--- config.mk ---
export PLATFORM = sky130hd
export DESIGN_NAME = pbf_ram
export DESIGN_NICKNAME = d
export VERILOG_FILES = /design/src/hw/rtl/pbf_pkg.sv /design/src/hw/rtl/pbf_ram.sv
export SDC_FILE = /design/constraint.sdc
export NUM_CORES = 1
export LEC_CHECK = 0
export BUFFER_PORTS_ARGS = -buffer_cell sky130_fd_sc_hd__buf_2
export CORE_MARGIN = 1.5
export CORE_UTILIZATION = 43
export DETAILED_ROUTE_END_ITERATION = 10
export HOLD_SLACK_MARGIN = 0.12
export PLACE_DENSITY = 0.57
export SLEW_MARGIN = 20
export SYNTH_ARGS = -nofsm -noshare
export SYNTH_HDL_FRONTEND = slang
export SYNTH_SLANG_ARGS = --single-unit
--- constraint.sdc ---
create_clock -name clk -period 3.77 [get_ports clk]
set_input_delay 0.9425 -clock clk [delete_from_list [all_inputs] [get_ports clk]]
set_output_delay 0.9425 -clock clk [all_outputs]
set_load 0.1 [all_outputs]
--- src/hw/rtl/pbf_pkg.sv ---
// shared types, constants and helpers for the packet block fifo
`default_nettype none

package pbf_pkg;

  localparam int MAX_BLOCKS_DEF  = 16;
  localparam int BLOCK_BYTES_DEF = 64;
  localparam int QUEUE_DEPTH_DEF = 4;

  localparam int CFG_IDX_W  = 1;
  localparam int CFG_DATA_W = 7;
  localparam int ACT_W      = 5;
  localparam int LEN_W      = 7;
  localparam int BYTE_W     = 8;

  localparam logic [ACT_W-1:0] ACTIVE_RESET = 5'd16;
  localparam logic [LEN_W-1:0] BYTES_RESET  = 7'd64;

  typedef enum logic [CFG_IDX_W-1:0] {
    REG_ACTIVE_BLOCKS = 1'b0,
    REG_BLOCK_BYTES   = 1'b1
  } cfg_reg_t;

  typedef enum logic {
    FUNC_WRITE = 1'b0,
    FUNC_READ  = 1'b1
  } func_t;

  typedef enum logic [1:0] {
    KIND_STORED  = 2'd0,
    KIND_DROPPED = 2'd1,
    KIND_BYTE    = 2'd2,
    KIND_EMPTY   = 2'd3
  } kind_t;

  typedef enum logic {
    CMD_RESULT = 1'b0,
    CMD_READ   = 1'b1
  } cmd_op_t;

  typedef enum logic [1:0] {
    B_IDLE = 2'd0,
    B_CALC = 2'd1,
    B_DATA = 2'd2
  } bk_state_t;

  typedef struct packed {
    func_t             func;
    logic [BYTE_W-1:0] data_byte;
    logic              last_byte;
    logic [LEN_W-1:0]  read_limit;
  } pbf_in_t;

  typedef struct packed {
    kind_t             kind;
    logic [BYTE_W-1:0] out_byte;
    logic [LEN_W-1:0]  count;
    logic              last_out;
  } pbf_out_t;

  // value is the count for a result, the limit for a read
  typedef struct packed {
    cmd_op_t          op;
    kind_t            kind;
    logic [LEN_W-1:0] value;
  } cmd_t;

  typedef struct packed {
    logic rd_done;
  } bk_status_t;

  function automatic int idx_w(input int n);
    return (n > 1) ? $clog2(n) : 1;
  endfunction

endpackage

`default_nettype wire

--- src/hw/rtl/pbf_ram.sv ---
// generic single write port, single read port ram with registered read
`default_nettype none

module pbf_ram #(
  parameter int WIDTH = 8,
  parameter int DEPTH = 16
) (
  input  wire logic                                clk,
  input  wire logic                                we,
  input  wire logic [pbf_pkg::idx_w(DEPTH)-1:0]    wr_addr,
  input  wire logic [WIDTH-1:0]                    wr_data,
  input  wire logic                                re,
  input  wire logic [pbf_pkg::idx_w(DEPTH)-1:0]    rd_addr,
  output      logic [WIDTH-1:0]                    rd_data
);

  logic [WIDTH-1:0] mem_r [DEPTH];
  logic [WIDTH-1:0] rd_data_r;

  always_ff @(posedge clk) begin
    if (we) begin
      mem_r[wr_addr] <= wr_data;
    end
    if (re) begin
      rd_data_r <= mem_r[rd_addr];
    end
  end

  assign rd_data = rd_data_r;

endmodule

`default_nettype wire

# Word-level counts from Yosys, hierarchy flattened
# Memory sizes are Yosys's and may differ from the RTL's. A register that Yosys moved wholly into a read port is not among the register bits.
# Index checks and enable logic that the tools add are counted.
# W data, S select, Z words.
[totals] word_cells=3 mem_count=1 register_bits=0 output_inout_bits=8 inputBits=19 ram_bits=128
[memory_table] name="mem_r" words=16 width=8 read_ports=1 rd_clocked_by_memory_dff=1 write_ports=1 line_no="pbf_ram.sv:17" source="logic [WIDTH-1:0] mem_r [DEPTH];"
[op_classes] n_mux=2
[op_table] cell="$mux W1" n=2

# Depth between registers and ports, before layout
[depth] depth_word=2 ltp_mapped=5 ltp_nobuf=3

# Least setup slack after synthesis
# Ideal clock, no wire load.
[synth_path] kind="input port to flip-flop" from="in wr_addr[2] (netlist name)" to="mem mem_r[0][0], enable pin" setup_slack_ns=1.335 required_time_ns=3.387 arrival_ns=2.052 n_path_buf=0 setup_time_ns=0.383 cell_stages=2 path_cell_list="or3b_2 > nor3_1"
[synth_lines] item="start: declaration" line_no="pbf_ram.sv:10" source="input wire logic [pbf_pkg::idx_w(DEPTH)-1:0] wr_addr,"
[synth_lines] item="end: declaration" line_no="pbf_ram.sv:17"
# No word-level cell before the write port.

==> summary.md <==
| Metric | Value |
|---|---|
| Reg2reg start | mem_r[9][3]$_DFFE_PP_ |
| DRT iter0 DRCs | 156 |
| Leakage | 2.05 nW |
| Slew @ Worst Pin | approximately 0.84 ns |
| Post-synth cell types | 18 |
| Top_reg_cell synth | edfxtp_1 |
| Ys async rst share | 0 |
| Slew HR | 0.435 |
| Clk buf depth | 2 |
| Die Y-Extent | 113 µm |
| Setup TNS | 0 ns |
| Total GRT Usage | 0.170 |
| Initial Utilization | 0.439 |
| DP Worst Slack | 0.882 ns |
| Mapped Nets | around 250 |
| WS Path Type | in -> reg |
| CP required | 3.92 ns |
| Vias in the first global route | 2432 |
| Cell taking the most area after synthesis | edfxtp_1 |
| Die area | 0.0128 mm² |
| Slack of the worst reg-to-reg path | 2.24 ns |
| First-pass GRT wire length | 15.1 mm |
| Final core occ | 0.517 |
| WHS Path Cells | 3 |
| Tcrit/Tclk final | 0.636 |
| Synth warn | 0 |
| Largest net degree at the start of global routing | 33 |
| Clock latency on the worst-skew pair | 0.41 ns |
| Clock tree sinks | about 140 |
| Synth Register Bits | 136 |
| Core ar. | about 0.012 mm² |
| Register area share after synthesis | 0.781 |
| Drt via density | 5.58 |
| Synth top area cells | edfxtp_1 (78%), mux4_2 (7.8%), mux4_1 (7.0%) |
| Cts-stage hold buffer count | 0 |
| Top routing layer in use | met4 |
| Post-cts sizing count | 0 |
| Setup-failing EPs final | 0 |
| Fmax | 417 MHz |
| Wl on met1 | 4.56 mm |
| Rows | 40 |
| DR WL/cell | roughly 23 µm |
| Worst setup margin | 1.37 ns |
| Crit path from | rd_addr[0] |
| I/O pin count | 27 |
| # diodes | 0 |
| Peak supply drop | 296 µV |
| Worst R2R End | rd_data[3]$_DFFE_PP_ |
| Antenna violations before repair | 0 |
| Final Hold Violating Endpoints | 0 |
| Antenna-violating nets left | 0 |
| Max-Cap Viols | 0 |
| End of the worst hold path | rd_data[3]$_DFFE_PP_ |
| Clk root buf | clkbuf_16 |
| Fillers | 930 |
| Setup Buffers After CTS | 0 |
| Share of cells above drive strength 1 | 0.277 |
| NumNets Final | approximately 290 |
| H-tree levels | 4 |
| Mapped Cells | 229 |
| Num CTS Buffers | 17 |
| Metal2 WL | 4.76 mm |
| Clock Pin Slew Worst Setup and Hold Paths | around 0.05 ns |
| I/O Buffers | 26 |
| Via count | approximately 2400 |
| Clock skew | between 0.005 and 0.006 ns |
| Setup crit end kind | flip-flop |
| Max-slew violation count | 0 |
| HPWL after detailed placement | roughly 6.2 mm |
| Worst Reg-to-Reg Cells | 3 |
| Hold Startpoint | mem_r[4][3]$_DFFE_PP_ |
| Wire length on met3 | roughly 540 µm |
| Top-area cell type share of the netlist area | 0.781 |
| TritonCTS clock tree | built |
| Overall power | 3.74 mW |
| Synth Cell Area | 0.00523 mm² |
| Pwr dens | 607 mW/mm² |
| Avg Cell Area, Syn | 22.8 µm² |
| Nature of the critical path startpoint | input pin |
| Die Span X | 113 µm |
| Fin crit period | 2.40 ns |
| Congestion Overflow GR | 0 |
| Worst EP arrival | 2.55 ns |
| Fin Hold WS | between 0.7 and 0.8 ns |
| Post-synth EDFFs | approximately 140 |
| DRC errors left | 0 |
| Hold/Removal Path Class | reg -> reg |
| Post-Route WL | roughly 10 mm |
| RSZ-0062 raised after global routing | false |
| Routability cong. | 0.726 |
| Pre-antenna DRT Iters | 4 |
| Critical Path Fanout Max | 22 |
| Area grow syn2layout | 17.9% |
| Outcome | completed |
## per-stage QoR
| step | std cells | area [µm²] |
|---|---|---|
| after global routing | 429 | 6160 |
| final | 429 | 6160 |
| after global placement | 397 | 5510 |
| after floorplan | 229 | 5230 |
| after detailed placement | 397 | 5510 |
| after CTS | 429 | 6160 |
## synth_stat cells, types with 2 or more instances
cell,n
buf_6,3
buf_2,3
mux4_1,14
nor3_1,4
edfxtp_1,136
nand2_1,9
nand2b_1,2
a22oi_1,16
mux4_2,18
nor2_1,13
nand3b_1,2
clkdlybuf4s25_2,3
## metal layers
layer	up-vias	track usage
li1	1064	-
met1	1248	0.249
met2	70	0.249
met3	10	0.0407
met4	0	0.0708
met5	-	0
## report_power, final
part / switching (mW) / internal [mW]
Combinational: 0.144 / 0.0617
Clock: 0.593 / 1.23
Sequential: 0.00832 / 1.70
## critical path, cell delays in order
cell and delay, ns:
buf_2 0.34, buf_12 0.26, mux4_1 0.58, a22oi_1 0.32
nand2_1 0.08
## area by class of cell
cell class	count	area [µm²]	share of cell area
Clock inverter	15	231	0.0376
Timing Repair Buffer	31	180	0.0292
Tap cell	147	184	0.0298
Sequential cell	136	4080	0.663
Clock buffer	17	425	0.0690
Multi-Input combinational cell	83	1060	0.172
## flip-flops by register name, summed over array words and instances (netlist names)
register / count
mem_r: 128
rd_data: 8
## worst max-delay path by stage
stage,end,slack [ns],depth (start not counted)
2_1_floorplan,mem_r[0][0]$_DFFE_PP_,1.33,2
5_1_grt,rd_data[1]$_DFFE_PP_,1.28,5
4_1_cts,rd_data[1]$_DFFE_PP_,1.32,5
3_5_place_dp,rd_data[1]$_DFFE_PP_,0.88,5
6_report,rd_data[3]$_DFFE_PP_,1.37,5
3_3_place_gp,rd_data[1]$_DFFE_PP_,0.89,5
## layout by cell type, fill, tap and decap left out
cell	count
buf_4	4
and2b_1	1
clkinv_4	1
nand2_1	9
nor2b_1	1
or3b_2	1
nand3b_1	2
buf_12	1
nand3_1	1
nor2_1	13
clkinv_1	4
and2_1	1
buf_2	26
mux4_1	14
clkinv_2	1
nand2b_1	2
a22oi_1	16
clkbuf_16	17
clkinvlp_4	3
nor3_1	4
edfxtp_1	136
mux4_2	18
bufinv_16	6
## kinds of logic (layout without fill, tap and decap cells)
kind of cell / count (synthesis) / after routing / share of synthesized area
AO/OA/AOI/OAI: 16 / 16 / 0.0230
buffers and inverters: 10 / 63 / 0.0165
multiplexers: 32 / 32 / 0.148
AND/OR/NAND/NOR: 35 / 35 / 0.0314
flip-flops: 136 / 136 / 0.781
No activity file was read; power rests on OpenSTA's default activity.
