[src/hw/rtl/pbf_pkg.sv]
// shared types, constants and helpers for the packet block fifo
`default_nettype none

package pbf_pkg;

  localparam int MAX_BLOCKS_DEF  = 16;
  localparam int BLOCK_BYTES_DEF = 64;
  localparam int QUEUE_DEPTH_DEF = 4;

  localparam int CFG_IDX_W  = 1;
  localparam int CFG_DATA_W = 7;
  localparam int ACT_W      = 5;
  localparam int LEN_W      = 7;
  localparam int BYTE_W     = 8;

  localparam logic [ACT_W-1:0] ACTIVE_RESET = 5'd16;
  localparam logic [LEN_W-1:0] BYTES_RESET  = 7'd64;

  typedef enum logic [CFG_IDX_W-1:0] {
    REG_ACTIVE_BLOCKS = 1'b0,
    REG_BLOCK_BYTES   = 1'b1
  } cfg_reg_t;

  typedef enum logic {
    FUNC_WRITE = 1'b0,
    FUNC_READ  = 1'b1
  } func_t;

  typedef enum logic [1:0] {
    KIND_STORED  = 2'd0,
    KIND_DROPPED = 2'd1,
    KIND_BYTE    = 2'd2,
    KIND_EMPTY   = 2'd3
  } kind_t;

  typedef enum logic {
    CMD_RESULT = 1'b0,
    CMD_READ   = 1'b1
  } cmd_op_t;

  typedef enum logic [1:0] {
    B_IDLE = 2'd0,
    B_CALC = 2'd1,
    B_DATA = 2'd2
  } bk_state_t;

  typedef struct packed {
    func_t             func;
    logic [BYTE_W-1:0] data_byte;
    logic              last_byte;
    logic [LEN_W-1:0]  read_limit;
  } pbf_in_t;

  typedef struct packed {
    kind_t             kind;
    logic [BYTE_W-1:0] out_byte;
    logic [LEN_W-1:0]  count;
    logic              last_out;
  } pbf_out_t;

  // value is the count for a result, the limit for a read
  typedef struct packed {
    cmd_op_t          op;
    kind_t            kind;
    logic [LEN_W-1:0] value;
  } cmd_t;

  typedef struct packed {
    logic rd_done;
  } bk_status_t;

  function automatic int idx_w(input int n);
    return (n > 1) ? $clog2(n) : 1;
  endfunction

endpackage

`default_nettype wire

[src/hw/rtl/pbf_queue.sv]
// short command queue between the front and back parts
`default_nettype none

module pbf_queue #(
  parameter int WIDTH = 16,
  parameter int DEPTH = 4
) (
  input  wire logic             clk,
  input  wire logic             rst_n,
  input  wire logic             push,
  input  wire logic [WIDTH-1:0] push_data,
  output      logic             push_ready,
  input  wire logic             pop,
  output      logic [WIDTH-1:0] pop_data,
  output      logic             pop_valid
);

  localparam int PW = pbf_pkg::idx_w(DEPTH);
  localparam int CW = $clog2(DEPTH + 1);

  logic [WIDTH-1:0] entries_r [DEPTH];
  logic [PW-1:0]    wr_ptr_r, wr_ptr_nxt;
  logic [PW-1:0]    rd_ptr_r, rd_ptr_nxt;
  logic [CW-1:0]    cnt_r, cnt_nxt;
  logic             do_push, do_pop;

  assign push_ready = (cnt_r != CW'(DEPTH));
  assign pop_valid  = (cnt_r != '0);
  assign pop_data   = entries_r[rd_ptr_r];
  assign do_push    = push && push_ready;
  assign do_pop     = pop && pop_valid;

  always_comb begin
    wr_ptr_nxt = wr_ptr_r;
    rd_ptr_nxt = rd_ptr_r;
    cnt_nxt    = cnt_r;
    if (do_push) begin
      wr_ptr_nxt = (int'(wr_ptr_r) == DEPTH - 1) ? '0 : wr_ptr_r + PW'(1);
    end
    if (do_pop) begin
      rd_ptr_nxt = (int'(rd_ptr_r) == DEPTH - 1) ? '0 : rd_ptr_r + PW'(1);
    end
    if (do_push && !do_pop) begin
      cnt_nxt = cnt_r + CW'(1);
    end else if (do_pop && !do_push) begin
      cnt_nxt = cnt_r - CW'(1);
    end
  end

  always_ff @(posedge clk) begin
    if (!rst_n) begin
      wr_ptr_r <= '0;
      rd_ptr_r <= '0;
      cnt_r    <= '0;
    end else begin
      wr_ptr_r <= wr_ptr_nxt;
      rd_ptr_r <= rd_ptr_nxt;
      cnt_r    <= cnt_nxt;
    end
  end

  always_ff @(posedge clk) begin
    if (do_push) begin
      entries_r[wr_ptr_r] <= push_data;
    end
  end

endmodule

`default_nettype wire

[config.mk]
export PLATFORM = sky130hd
export DESIGN_NAME = pbf_queue
export DESIGN_NICKNAME = d
export VERILOG_FILES = /design/src/hw/rtl/pbf_pkg.sv /design/src/hw/rtl/pbf_queue.sv
export SDC_FILE = /design/constraint.sdc
export NUM_CORES = 1
export LEC_CHECK = 0
export ABC_AREA = 0
export BUFFER_PORTS_ARGS = -buffer_cell sky130_fd_sc_hd__buf_2
export CORE_UTILIZATION = 56
export DETAILED_ROUTE_END_ITERATION = 8
export GPL_TIMING_DRIVEN = 1
export PLACE_DENSITY_LB_ADDON = 0.12
export SETUP_SLACK_MARGIN = 0.15
export SKIP_CTS_REPAIR_TIMING = 1
export SLEW_MARGIN = 20
export SYNTH_ARGS = -nofsm -noshare
export SYNTH_HDL_FRONTEND = slang
export SYNTH_SLANG_ARGS = --single-unit
[constraint.sdc]
create_clock -name clk -period 2.8 [get_ports clk]
set_input_delay 0.28 -clock clk [delete_from_list [all_inputs] [get_ports clk]]
set_output_delay 0.28 -clock clk [all_outputs]
set_load 0.005 [all_outputs]
**After elaboration in Yosys (flattened, before gate mapping)**

Memory sizes are Yosys's and may differ from the RTL's. A register that Yosys moved wholly into a read port is not among the register bits.
Index checks and enable logic that the tools add are counted.

- Multipliers: 0
- Multiplexer cells: 8
- Divide/modulo/power cells: 0
- $lt $le $gt $ge: 0
- $add $sub $neg: 4
- Reduce and logical (&&, ||, !) cells: 8
- Equality and inequality tests: 3
- Shift operators: 0
- Bitwise operators: 0

Operator list:

| operator | number |
|---|---|
| 2-to-1 mux 2 bit | 4 |
| 2-to-1 mux 3 bit | 2 |
| adder 2 x 1 -> 2 bit (second input constant) | 2 |
| == test 2 x 1 -> 1 bit (second input constant) | 2 |
| logical AND 1 bit | 4 |
| adder 3 x 1 -> 3 bit (second input constant) | 1 |
| != test 3 bit (second input constant) | 1 |
| nonzero test 3 bit | 1 |
| subtractor 3 x 1 -> 3 bit (second input constant) | 1 |
| logical NOT 1 bit | 2 |
| 2-to-1 mux 1 bit | 2 |
| nonzero test 2 bit | 1 |

- RAM bits: 64
- Output and inout bits: 18
- Memories kept: 1
- Input bits: 20
- ROM bits: 0
- Register bits after elaboration: 7
- Bits in latches: 0
- Word-level logic and storage cells: 27

Memory list:

| memory | depth | bits a word | read ports | clocked after memory_dff | wr ports | RTL line | text |
|---|---|---|---|---|---|---|---|
| entries_r | 4 | 16 | 1 | 1 | 1 | pbf_queue.sv:21 | `logic [WIDTH-1:0] entries_r [DEPTH];` |

**Logic depth before layout (Yosys ltp)**

- Depth after elaboration: 6
- Gate-level depth with buffers: 9
- Gate-level depth less buffers: 8

**Least setup slack after synthesis**

No wires, ideal clock.

- Path type: register to register
- Start: register cnt_r[0]
- End: register cnt_r[2]
- Data arrival time: 2096 ps
- Path slack: 634 ps
- Data required time: 2730 ps
- Cell stages (with the launch flop): 8
- Path buffers: 0
- Library setup time: 70 ps
- Period minus slack after synthesis: 2166 ps
- Path through: dfxtp_1 -> o31ai_1 -> ha_1 -> inv_1 -> fa_1 -> xor2_1 -> or3_2 -> a21boi_1

- Longest elaborated chain between the ends: 5
- Elaborated cells on any way between the ends: 13
- Classes of those cells: 2 x add/sub; 1 x eq/ne; 2 x mux; 8 x reduce/logical

Ends and longest elaborated chain:

| element | RTL line | text |
|---|---|---|
| from (decl) | pbf_queue.sv:24 | `logic [CW-1:0] cnt_r, cnt_nxt;` |
| from (signal assigned) | pbf_queue.sv:58 | `cnt_r <= cnt_nxt;` |
| branches (longest 5 deep; another with subtractor 3 x 1 -> 3 bit) | -- |  |

Parallel ways; which one is timed is not known. The select of a mux whose other input is x is not followed.
A chain may end at the register's enable or synchronous reset.

**Final worst setup path**

Ends and elaborated chain as after synthesis.

==> reports/results.ini <==
[place]
gp_congestion = 0.753
dp_hpwl_um = 2740
port_buffers = 37
placed_cell_area_um2 = 3040
dpl_worst_slack_ns = 0.452

[route]
vias = 1349
wl_um = 4310
wl_per_cell_um = 17.2
drc_errors = 0
viasPerCell = 5.37
ant_nets = 0
dr.pass1.iters = 4
drtIter0Drc = 63

[clocking]
cts_buffer_depth = 2
root_buffer = clkbuf_8
cts_tree = yes
h-tree-depth = 3
cts.sinks = 73
clk_pin_slew_worst_paths_ns = 0.08
insertion_delay_ns = 0.34
cts_buffers = 9

[power_and_ir_drop]
power_uw = 2840
ir_worst_vdd_v = 0.000536
power.leakage_uw = 0.00114
powerDensity_nw_per_um2 = 877

[die]
die_h_um = 72.7
core_um2 = 4750
rows = 25
dieArea_um2 = 5280
start_util_pct = 58.8
die_w_um = 72.7
io_pins = 38

[logic_synthesis]
synth_area_per_cell_um2 = 20.7
syn_nets = 162
yosysWarnings = 0
syn_inst = 135
synth.distinct_cells = 28
synth.cell_area_um2 = 2800
synth_seq_area_share_pct = 75.2
ys_ff_latch = 73

[timing]
rsz0062_at_grt = false
slew_headroom_pct = 46.9
setup_tns_ns = 0
setup_viol = 0
final.setup_skew_ns = 0.00581
maxSlewViolCount = 0
post-route-period-util_pct = 84.7
fin_worst_hold_slack_ns = 0.146
fmax_ghz = 0.422
worst_pin_slew_ns = 0.795
period_minus_slack_ns = 2.37
hold_viol = 0
setup_slack_ns = 0.429

[min_path]
hold_path_class = in2reg

[flow_run]
maxCapViolCount = 0

[worst_setup_path]
required_ns = 3.07
crit_path_start_kind = flop
worstPathMaxFanout = 5
crit_arrival_ns = 2.64
end_kind = flop
criticalPathCategory = reg2reg

[outcome]
status = completed

[layout]
finalInstanceArea_um2 = 3240
final_nets = 206
drive_above_1_share_pct = 41.8
antenna_cells = 0
area_growth_syn_to_layout_pct = 15.8

[global_routing]
grt_usage_pct = 19.1
overflow = 0
first_global_vias = 1419
antenna_found_initial = 0
grt_max_degree = 17
grt_pass1_wl_um = 6780

-- per-stage QoR --
| step | utilization (%) | std cells |
|---|---|---|
| 3_5_place_dp | 64.0 | 235 |
| 3_3_place_gp | 64.0 | 235 |
| 4_1_cts | 68.1 | 251 |
| 5_1_grt | 68.1 | 251 |
| 6_report | 68.1 | 251 |
| 2_1_floorplan | - | 135 |
-- path summary, 6_finish.rpt --
check          startpoint               to  slack, ns  cells after the start
min          push_data[9]  entries_r[1][9]       0.15                      1
max              cnt_r[0]         cnt_r[2]       0.43                      7
min reg2reg   wr_ptr_r[0]      wr_ptr_r[0]       0.52                      2
max reg2reg      cnt_r[0]         cnt_r[2]       0.43                      7
-- layout make-up --
cell class | instances | area, µm²
Multi-Input combinational cell | 53 | 646
Tap cell | 67 | 83.8
Clock buffer | 9 | 124
Clock inverter | 7 | 71.3
Inverter | 3 | 11.3
Timing Repair Buffer | 39 | 200
Fill cell | 342 | 1520
Sequential cell | 73 | 2100
-- power by group --
| part | leakage [µW] | switching (µW) | internal (µW) |
|---|---|---|---|
| registers | 0.000661 | 75.7 | 1330 |
| clock network | 0.0000929 | 376 | 409 |
| logic | 0.000383 | 300 | 350 |
-- synth_stat cells --
| library cell | number | area, µm² |
|---|---|---|
| edfxtp_1 | 64 | 1920 |
| mux4_2 | 16 | 360 |
| dfxtp_1 | 9 | 180 |
| ha_1 | 6 | 75.1 |
| nand2_1 | 5 | 18.8 |
| and3_2 | 4 | 30.0 |
| inv_1 | 3 | 11.3 |
| o21ai_0 | 3 | 15.0 |
| buf_2 | 2 | 10.0 |
| mux2i_1 | 2 | 20.0 |
| nand3_1 | 2 | 10.0 |
| nor2_1 | 2 | 7.51 |
| or3_2 | 2 | 15.0 |
| a21boi_1 | 1 | 7.51 |
| and2_1 | 1 | 6.26 |
| and2_4 | 1 | 8.76 |
| buf_1 | 1 | 3.75 |
| buf_4 | 1 | 7.51 |
| buf_6 | 1 | 11.3 |
| clkbuf_1 | 1 | 3.75 |
| fa_1 | 1 | 20.0 |
| nand4_1 | 1 | 6.26 |
| nor2b_1 | 1 | 6.26 |
| o21ai_1 | 1 | 5.00 |
| o31ai_1 | 1 | 7.51 |
| or3b_1 | 1 | 8.76 |
| xnor2_1 | 1 | 8.76 |
| xor2_1 | 1 | 8.76 |
-- layer usage --
metal / global-route usage [%] / part of all wire (%)
met3: 6.77 / 5.1
met2: 31.4 / 51
met1: 22.0 / 42
met4: 10.9 / 2.0
met5: 0 / 0
-- logic make-up after synthesis --
kind of cell | after synthesis | share of synthesized area (%)
buffers and inverters | 9 | 1.70
AO/OA/AOI/OAI | 6 | 1.25
AND/OR/NAND/NOR | 20 | 4.21
XOR/XNOR | 2 | 0.627
multiplexers | 18 | 13.6
flip-flops | 73 | 75.2
adder cells (fa/ha/maj) | 7 | 3.40
-- state kept, by name (all words and copies together) (netlist names), named ones only --
name and cells:
entries_r 64, cnt_r 3, rd_ptr_r 2, wr_ptr_r 2
-- placed cells by master, fill, tap and decap left out, types with 2 or more instances in the layout --
cell	n
dfxtp_1	9
clkinvlp_4	2
o21ai_0	3
nor2_1	2
buf_2	37
clkinv_4	2
mux2i_1	2
edfxtp_1	64
nand2_1	5
inv_1	3
mux4_2	16
and3_2	4
clkbuf_8	9
ha_1	6
or3_2	2
nand3_1	2
buf_4	2
-- worst max-delay path: stages (launching register included) --
cell	delay [ns]
dfxtp_1	0.37
o31ai_1	0.49
ha_1	0.29
inv_1	0.07
fa_1	0.38
xor2_1	0.16
or3_2	0.40
a21boi_1	0.15
No activity file was read; power rests on OpenSTA's default activity.
