===== config.mk =====
export PLATFORM = sky130hd
export DESIGN_NAME = pbf_front
export DESIGN_NICKNAME = d
export VERILOG_FILES = /design/src/hw/rtl/pbf_pkg.sv /design/src/hw/rtl/pbf_front.sv
export SDC_FILE = /design/constraint.sdc
export NUM_CORES = 1
export LEC_CHECK = 0
export ABC_AREA = 0
export BUFFER_PORTS_ARGS = -buffer_cell sky130_fd_sc_hd__buf_2
export CORE_MARGIN = 1.5
export CORE_UTILIZATION = 48
export CTS_CLUSTER_SIZE = 40
export DETAILED_ROUTE_END_ITERATION = 12
export PLACE_DENSITY = 0.73
export SLEW_MARGIN = 15
export SYNTH_ARGS = -nofsm -noshare
export SYNTH_HDL_FRONTEND = slang
export SYNTH_SLANG_ARGS = --single-unit

===== constraint.sdc =====
create_clock -name clk -period 2.6 [get_ports clk]
set_input_delay 0.26 -clock clk [delete_from_list [all_inputs] [get_ports clk]]
set_output_delay 0.26 -clock clk [all_outputs]
set_load 0.02 [all_outputs]

===== src/hw/rtl/pbf_pkg.sv =====
// shared types, constants and helpers for the packet block fifo
`default_nettype none

package pbf_pkg;

  localparam int MAX_BLOCKS_DEF  = 16;
  localparam int BLOCK_BYTES_DEF = 64;
  localparam int QUEUE_DEPTH_DEF = 4;

  localparam int CFG_IDX_W  = 1;
  localparam int CFG_DATA_W = 7;
  localparam int ACT_W      = 5;
  localparam int LEN_W      = 7;
  localparam int BYTE_W     = 8;

  localparam logic [ACT_W-1:0] ACTIVE_RESET = 5'd16;
  localparam logic [LEN_W-1:0] BYTES_RESET  = 7'd64;

  typedef enum logic [CFG_IDX_W-1:0] {
    REG_ACTIVE_BLOCKS = 1'b0,
    REG_BLOCK_BYTES   = 1'b1
  } cfg_reg_t;

  typedef enum logic {
    FUNC_WRITE = 1'b0,
    FUNC_READ  = 1'b1
  } func_t;

  typedef enum logic [1:0] {
    KIND_STORED  = 2'd0,
    KIND_DROPPED = 2'd1,
    KIND_BYTE    = 2'd2,
    KIND_EMPTY   = 2'd3
  } kind_t;

  typedef enum logic {
    CMD_RESULT = 1'b0,
    CMD_READ   = 1'b1
  } cmd_op_t;

  typedef enum logic [1:0] {
    B_IDLE = 2'd0,
    B_CALC = 2'd1,
    B_DATA = 2'd2
  } bk_state_t;

  typedef struct packed {
    func_t             func;
    logic [BYTE_W-1:0] data_byte;
    logic              last_byte;
    logic [LEN_W-1:0]  read_limit;
  } pbf_in_t;

  typedef struct packed {
    kind_t             kind;
    logic [BYTE_W-1:0] out_byte;
    logic [LEN_W-1:0]  count;
    logic              last_out;
  } pbf_out_t;

  // value is the count for a result, the limit for a read
  typedef struct packed {
    cmd_op_t          op;
    kind_t            kind;
    logic [LEN_W-1:0] value;
  } cmd_t;

  typedef struct packed {
    logic rd_done;
  } bk_status_t;

  function automatic int idx_w(input int n);
    return (n > 1) ? $clog2(n) : 1;
  endfunction

endpackage

`default_nettype wire


===== src/hw/rtl/pbf_front.sv =====
// front part: config registers, write side state, ring bookkeeping, command issue
`default_nettype none

module pbf_front #(
  parameter int MAX_BLOCKS  = pbf_pkg::MAX_BLOCKS_DEF,
  parameter int BLOCK_BYTES = pbf_pkg::BLOCK_BYTES_DEF,
  parameter int QUEUE_DEPTH = pbf_pkg::QUEUE_DEPTH_DEF
) (
  input  wire logic                                          clk,
  input  wire logic                                          rst_n,
  input  wire logic                                          in_valid,
  output      logic                                          in_ready,
  input  wire pbf_pkg::pbf_in_t                              in_data,
  input  wire logic                                          cfg_we,
  input  wire logic [pbf_pkg::CFG_IDX_W-1:0]                 cfg_idx,
  input  wire logic [pbf_pkg::CFG_DATA_W-1:0]                cfg_data,
  output      logic                                          q_push,
  output      pbf_pkg::cmd_t                                 q_cmd,
  output      logic [pbf_pkg::idx_w(MAX_BLOCKS)-1:0]         q_head,
  input  wire logic                                          q_ready,
  input  wire pbf_pkg::bk_status_t                           bk_status,
  output      logic                                          dat_we,
  output      logic [pbf_pkg::idx_w(MAX_BLOCKS*BLOCK_BYTES)-1:0] dat_addr,
  output      logic [pbf_pkg::BYTE_W-1:0]                    dat_wdata,
  output      logic                                          len_we,
  output      logic [pbf_pkg::idx_w(MAX_BLOCKS)-1:0]         len_addr,
  output      logic [pbf_pkg::LEN_W-1:0]                     len_wdata
);

  localparam int IDX_W  = pbf_pkg::idx_w(MAX_BLOCKS);
  localparam int CNT_W  = $clog2(MAX_BLOCKS + 1);
  localparam int ADDR_W = pbf_pkg::idx_w(MAX_BLOCKS * BLOCK_BYTES);
  localparam int RC_W   = $clog2(QUEUE_DEPTH + 2);
  localparam int LEN_W  = pbf_pkg::LEN_W;

  logic [pbf_pkg::ACT_W-1:0] act_r, act_nxt;
  logic [LEN_W-1:0]          bytes_r, bytes_nxt;
  logic [IDX_W-1:0]          head_r, head_nxt;
  logic [IDX_W-1:0]          tail_r, tail_nxt;
  logic [CNT_W-1:0]          used_r, used_nxt;
  logic [LEN_W-1:0]          fill_r, fill_nxt;
  logic                      drop_r, drop_nxt;
  logic [RC_W-1:0]           rd_cnt_r, rd_cnt_nxt;

  logic [CNT_W-1:0] eff_act;
  logic [LEN_W-1:0] eff_bytes;
  logic             acc, is_wr, drop_now, store, commit, drop_ack, rd_empty, rd_go;
  logic [LEN_W-1:0] fill_after;

  function automatic logic [IDX_W-1:0] step_idx(input logic [IDX_W-1:0] i,
                                                input logic [CNT_W-1:0] lim);
    int n;
    n = int'(i) + 1;
    return (n >= int'(lim)) ? '0 : IDX_W'(n);
  endfunction

  always_comb begin
    if (act_r == '0) begin
      eff_act = CNT_W'(1);
    end else if (int'(act_r) > MAX_BLOCKS) begin
      eff_act = CNT_W'(MAX_BLOCKS);
    end else begin
      eff_act = CNT_W'(act_r);
    end
    if (bytes_r == '0) begin
      eff_bytes = LEN_W'(1);
    end else if (int'(bytes_r) > BLOCK_BYTES) begin
      eff_bytes = LEN_W'(BLOCK_BYTES);
    end else begin
      eff_bytes = bytes_r;
    end
  end

  assign in_ready = q_ready && ((in_data.func != pbf_pkg::FUNC_WRITE) || (rd_cnt_r == '0));
  assign acc      = in_valid && in_ready;

  // item classification
  always_comb begin
    is_wr      = (in_data.func == pbf_pkg::FUNC_WRITE);
    drop_now   = drop_r || ((fill_r == '0) && (used_r >= eff_act));
    store      = is_wr && !drop_now && (fill_r < eff_bytes);
    fill_after = store ? fill_r + LEN_W'(1) : fill_r;
    commit     = is_wr && !drop_now && in_data.last_byte;
    drop_ack   = is_wr && drop_now && in_data.last_byte;
    rd_empty   = !is_wr && ((in_data.read_limit == '0) || (used_r == '0));
    rd_go      = !is_wr && !rd_empty;
  end

  always_comb begin
    q_push = acc && (commit || drop_ack || !is_wr);
    q_head = head_r;
    q_cmd.op    = rd_go ? pbf_pkg::CMD_READ : pbf_pkg::CMD_RESULT;
    q_cmd.kind  = pbf_pkg::KIND_EMPTY;
    q_cmd.value = '0;
    if (commit) begin
      q_cmd.kind  = pbf_pkg::KIND_STORED;
      q_cmd.value = fill_after;
    end else if (drop_ack) begin
      q_cmd.kind = pbf_pkg::KIND_DROPPED;
    end else if (rd_go) begin
      q_cmd.value = in_data.read_limit;
    end
  end

  assign dat_we    = acc && store;
  assign dat_addr  = ADDR_W'(int'(tail_r) * BLOCK_BYTES + int'(fill_r));
  assign dat_wdata = in_data.data_byte;
  assign len_we    = acc && commit;
  assign len_addr  = tail_r;
  assign len_wdata = fill_after;

  always_comb begin
    act_nxt    = act_r;
    bytes_nxt  = bytes_r;
    head_nxt   = head_r;
    tail_nxt   = tail_r;
    used_nxt   = used_r;
    fill_nxt   = fill_r;
    drop_nxt   = drop_r;
    rd_cnt_nxt = rd_cnt_r;
    if (cfg_we) begin
      case (pbf_pkg::cfg_reg_t'(cfg_idx))
        pbf_pkg::REG_ACTIVE_BLOCKS: act_nxt = cfg_data[pbf_pkg::ACT_W-1:0];
        pbf_pkg::REG_BLOCK_BYTES:   bytes_nxt = cfg_data[LEN_W-1:0];
        default: ;
      endcase
    end
    if (acc && is_wr) begin
      if (drop_now) begin
        drop_nxt = !in_data.last_byte;
      end else if (commit) begin
        fill_nxt = '0;
        tail_nxt = step_idx(tail_r, eff_act);
        used_nxt = used_r + CNT_W'(1);
      end else begin
        fill_nxt = fill_after;
      end
    end
    if (acc && rd_go) begin
      head_nxt = step_idx(head_r, eff_act);
      used_nxt = used_r - CNT_W'(1);
    end
    if ((acc && rd_go) && !bk_status.rd_done) begin
      rd_cnt_nxt = rd_cnt_r + RC_W'(1);
    end else if (!(acc && rd_go) && bk_status.rd_done) begin
      rd_cnt_nxt = rd_cnt_r - RC_W'(1);
    end
  end

  always_ff @(posedge clk) begin
    if (!rst_n) begin
      act_r    <= pbf_pkg::ACTIVE_RESET;
      bytes_r  <= pbf_pkg::BYTES_RESET;
      head_r   <= '0;
      tail_r   <= '0;
      used_r   <= '0;
      fill_r   <= '0;
      drop_r   <= 1'b0;
      rd_cnt_r <= '0;
    end else begin
      act_r    <= act_nxt;
      bytes_r  <= bytes_nxt;
      head_r   <= head_nxt;
      tail_r   <= tail_nxt;
      used_r   <= used_nxt;
      fill_r   <= fill_nxt;
      drop_r   <= drop_nxt;
      rd_cnt_r <= rd_cnt_nxt;
    end
  end

  a_used_bound: assert property (@(posedge clk) disable iff (!rst_n)
    int'(used_r) <= MAX_BLOCKS)
    else $error("used block count above ring size");

  a_rd_cnt_bound: assert property (@(posedge clk) disable iff (!rst_n)
    int'(rd_cnt_r) <= QUEUE_DEPTH + 1)
    else $error("outstanding read count above queue capacity");

  a_drop_empty: assert property (@(posedge clk) disable iff (!rst_n)
    drop_r |-> (fill_r == '0))
    else $error("bytes stored while dropping a packet");

endmodule

`default_nettype wire


* After elaboration in Yosys (flattened, before gate mapping) *
Cells that the tools add are included.

storage, ports and cells
  register bits after elaboration = 36
  input port bits = 31

cells by class
  add/subtract/negate cells = 8
  order comparisons = 6
  equality and inequality tests = 1
  multiplexer cells = 19
  bitwise gates (word level) = 3
  reductions and logical operators = 42

operators by type and width
  operator                                              number
  2-to-1 mux 7 bit                                      6
  2-to-1 mux 5 bit                                      6
  logical NOT 7 bit                                     3
  logical AND 1 bit                                     17
  >= comparator 5 bit                                   3
  adder 10 x 7 -> 10 bit                                1
  adder 4 x 1 -> 5 bit, second input constant           2
  logical NOT 5 bit                                     2
  2-to-1 mux 9 bit                                      1
  2-to-1 mux 4 bit                                      2
  AND reduction 2 bit                                   4
  adder 7 x 1 -> 7 bit, second input constant           1
  greater-than comparator 7 bit, second input constant  1
  less-than comparator 7 bit                            1
  2-to-1 mux 3 bit                                      2
  AND reduction 3 bit                                   2
  nonzero test 2 bit                                    3
  adder 5 x 1 -> 5 bit, second input constant           1
  greater-than comparator 5 bit, second input constant  1
  logical NOT 1 bit                                     5
  logical OR 1 bit                                      5
  subtractor 5 x 1 -> 5 bit, second input constant      1
  adder 3 x 1 -> 3 bit, second input constant           1
  logical NOT 3 bit                                     1
  5 further kinds                                       7

* Depth between registers and ports, before layout *
  depth after elaboration = 13
  depth in mapped cells = 11
  depth with buffers taken out = 10

* Least setup slack after synthesis *
OpenSTA, ideal clock, no wires.

  path kind = register to output
  from = reg act_r[1] (netlist name)
  to = out q_cmd[1] (netlist name)
  arrival = 2.499 ns
  required time = 2.340 ns
  path slack = -0.159 ns
  stages on the path, launching flop included = 11
  path buffers = 0
  path through = dfxtp_1 nor3_1 nor2_1 nor2_1 ha_1 nor2b_1 o21ai_0 a21o_1 nor3_1 mux2_2 a32o_1

RTL lines
  item                      RTL line          text
  start: declaration        pbf_front.sv:36   logic [pbf_pkg::ACT_W-1:0] act_r, act_nxt;
  start signal: assignment  pbf_front.sv:152  act_r <= pbf_pkg::ACTIVE_RESET;
  start signal: assignment  pbf_front.sv:161  act_r <= act_nxt;
  end: declaration          pbf_front.sv:18   output pbf_pkg::cmd_t q_cmd,

==> out/metrics.yaml <==
run_status:
  status: "finished with violations"
  violations: "negative setup slack"
global_routing:
  grt_pass1_wl_um: 11500
  antenna_found_initial: 0
  grt_pass1_vias: 2484
  grtUsageTotal_pct: 23.5
  grt_start_max_net_pins: 22
  grt.overflow.total: 0
timing:
  finalWorstSetupSlack_ps: -246
  setup_tns_ps: -1950
  tightest_slew_ps: 613
  fin_worst_skew_ps: 13.1
  slew_violations: 0
  period_needed_ps: 2850
  slew_headroom_pct: 59.1
  rsz0062_at_grt: "true"
  finalHoldViolations: 0
  setup_viol: 16
  min_period_over_period_pct: 109
  fmax_ghz: 0.351
die:
  start_util_pct: 49.9
  ioPinCount: 78
  die_area_um2: 6180
  core_um2: 5510
  die_h_um: 78.6
  fp.dieW_um: 78.6
  rows: 27
worst_hold_path:
  hold_path_depth: 3
  min_from: "cfg_data[4]"
  hold_class: "in2reg"
  holdPathEnd: "act_r[4]"
critical_path:
  reg2reg_depth: 13
  r2r-end: "fill_r[2]"
  criticalPathCategory: "reg2out"
  cp_data_required_time_ps: 2340
  reg2reg_from: "act_r[3]"
  reg2reg_slack_ps: -100
  endpoint_kind: "primary output"
  worstPathMaxFanout: 3
  crit_arrival_ps: 2590
  crit_path_start_kind: "flip-flop"
cts:
  tritoncts: "yes"
  clock-sinks: 36
  postCtsHoldBufs: 0
  cts_root_buf: "clkbuf_8"
  clkSlewWorstSetupHoldPaths_ps: 80
  clk_latency_ps: 290
  htree_levels: 2
  numCtsBuffers: 5
  cts.path.max_buffers: 2
pwr:
  power_density_nw_per_um2: 360
  vdd_drop_max_uv: 303
  power.leakage_nw: 1.79
routing:
  wl_per_cell_um: 15.1
  drt_iter0_drc: 114
  drc_errors: 0
  dr.pass1.iters: 4
  antenna_left: 0
  vias_per_cell: 5.61
  routed-via-count: 2749
  routed_wl_um: 7420
placed_design:
  port_buffers: 61
  place_hpwl_um: 5340
  dp.cells: 473
  gp_congestion: 0.821
  place_ws_ps: -98.2
logic_synthesis:
  synth_nets: 393
  yosysSeqAreaShare_pct: 26.2
  netlist.area_leader.share_pct: 26.2
  synthCells: 329
  synth_area_um2: 2750
  synth_area_leaders: "dfxtp_1, ha_1, a21oi_1"
  ys_types: 46
  synth_edf_count: 0
  ys_async_sr_fraction_pct: 0
  netlist.top_cell.by_area: "dfxtp_1"
  syn_area_per_cell_um2: 8.35
  synth-seq-cells: 36
  synth-main-ff-cell: "dfxtp_1"
  yosysWarnings: 0
layout:
  area.sequential_um2: 726
  fillers: 450
  multiInputGateArea_um2: 2050
  post-route-util_pct: 68.4
  syn_to_final_growth_pct: 37.2
  drive_above_1_share_pct: 39.7
  fin_cells: 490
  diodes: 0
  final_nets: 482
run:
  maxCapViolCount: 0
logic make-up after synthesis:
family                     count (synthesis)  synth area share (%)
and+or+nand+nor                          113                  22.3
AOI/OAI and AO/OA                         78                  19.6
buffers and inverters                     45                  8.25
DFF                                       36                  26.2
adders and majority gates                 33                  15.6
xor gates and xnor gates                  17                  5.42
muxes                                      7                  2.60
state kept, by name (all words and copies together), names as in the netlist:
name      cells
len_addr      4
act_r         5
bytes_r       7
drop_r        1
rd_cnt_r      3
fill_r        7
q_head        4
used_r        5
cell type report:
cell class	count	share of cell area [%]
inverters	17	1.83
repair buffers	110	19.6
flip-flops and latches	36	19.3
multi-input cells	248	54.4
clock buffers	7	2.56
well taps	72	2.39
per-stage QoR:
| step | hold slack (ps) | power [mW] | cell area [um2] |
|---|---|---|---|
| 6_report | 217 | 1.36 | 3770 |
| 5_1_grt | 217 | 1.41 | 3770 |
| 4_1_cts | 211 | 1.33 | 3560 |
| 3_5_place_dp | 478 | 0.865 | 3300 |
| 3_3_place_gp | 470 | 0.855 | 3300 |
| 2_1_floorplan | 332 | 0.772 | 2770 |
synthesized netlist by cell type (2+ instances only):
master	n
a211o_1	3
a211oi_1	6
a21o_1	5
a21oi_1	26
a22oi_1	6
a32o_1	7
and2_1	3
and3_1	2
buf_4	15
clkbuf_1	12
dfxtp_1	36
fa_1	2
ha_1	31
inv_1	17
mux2i_1	6
nand2_1	26
nand2b_1	4
nand3_1	16
nand4_1	7
nor2_1	18
nor2b_1	7
nor3_1	10
nor4_1	3
o211ai_1	2
o21a_1	7
o21ai_0	7
o31ai_1	3
or3_1	2
or3_4	2
or4_1	7
xnor2_1	9
xor2_1	8
per-layer routing:
layer / routed length, um / vias up / GRT usage [%]
met5: 0 / - / 0
met4: 81 / 0 / 6.61
met3: 491 / 6 / 4.07
met2: 3620 / 97 / 40.3
met1: 3230 / 1279 / 30.0
li1: - / 1367 / -
power by group:
group | switching (mW) | total [mW] | internal, mW
Sequential | 0.0156 | 0.586 | 0.570
Combinational | 0.177 | 0.330 | 0.153
Clock | 0.206 | 0.442 | 0.236
Total | 0.398 | 1.36 | 0.960
placed cells by master (no fill, tap or decap), types with 4 or more instances in the layout:
cell	Yosys	layout
xnor2_2	0	4
a21oi_1	26	23
mux2i_1	6	6
a22oi_1	6	6
xor2_1	8	7
inv_1	17	15
nand3_1	16	15
buf_6	0	9
nor2_1	18	18
clkbuf_8	0	7
a21o_1	5	5
nand4_1	7	7
nor3_2	0	5
nand2b_1	4	4
nor2b_1	7	6
or4_1	7	6
nor3_1	10	5
nand2_1	26	22
buf_4	15	52
ha_4	0	5
o21ai_0	7	5
xnor2_1	9	4
dfxtp_1	36	34
a211oi_1	6	4
o21a_1	7	7
buf_2	1	49
ha_1	31	26
a32o_2	0	4
worst max-delay path, cell delays in order, from the launching register on:
cell     delay, ps
dfxtp_2        320
nor3_2         170
nor2_1          60
nor2_1         160
ha_1           290
nor2b_2        130
o21ai_2         80
a21o_1         190
nor3_2         170
mux2_4         340
a32o_1         260
buf_6          130
worst max path at each step:
stage	startpoint	end	slack (ps)
CTS	act_r[3]	q_cmd[2]	-240
global placement	act_r[1]	q_cmd[1]	9
detailed placement	act_r[1]	q_cmd[1]	-100
floorplan	act_r[1]	q_cmd[1]	-60
finish	act_r[3]	q_cmd[1]	-250
global route	act_r[3]	q_cmd[1]	-340
timing repair:
item / in CTS / in global routing
pin swaps: 14 / 17
gates resized for setup: 29 / 42
endpoints found under the setup margin: 18 / 33
cloned: 1 / 0
buffers inserted: 5 / 5
Note: power is estimated with default switching activity, not from simulation.
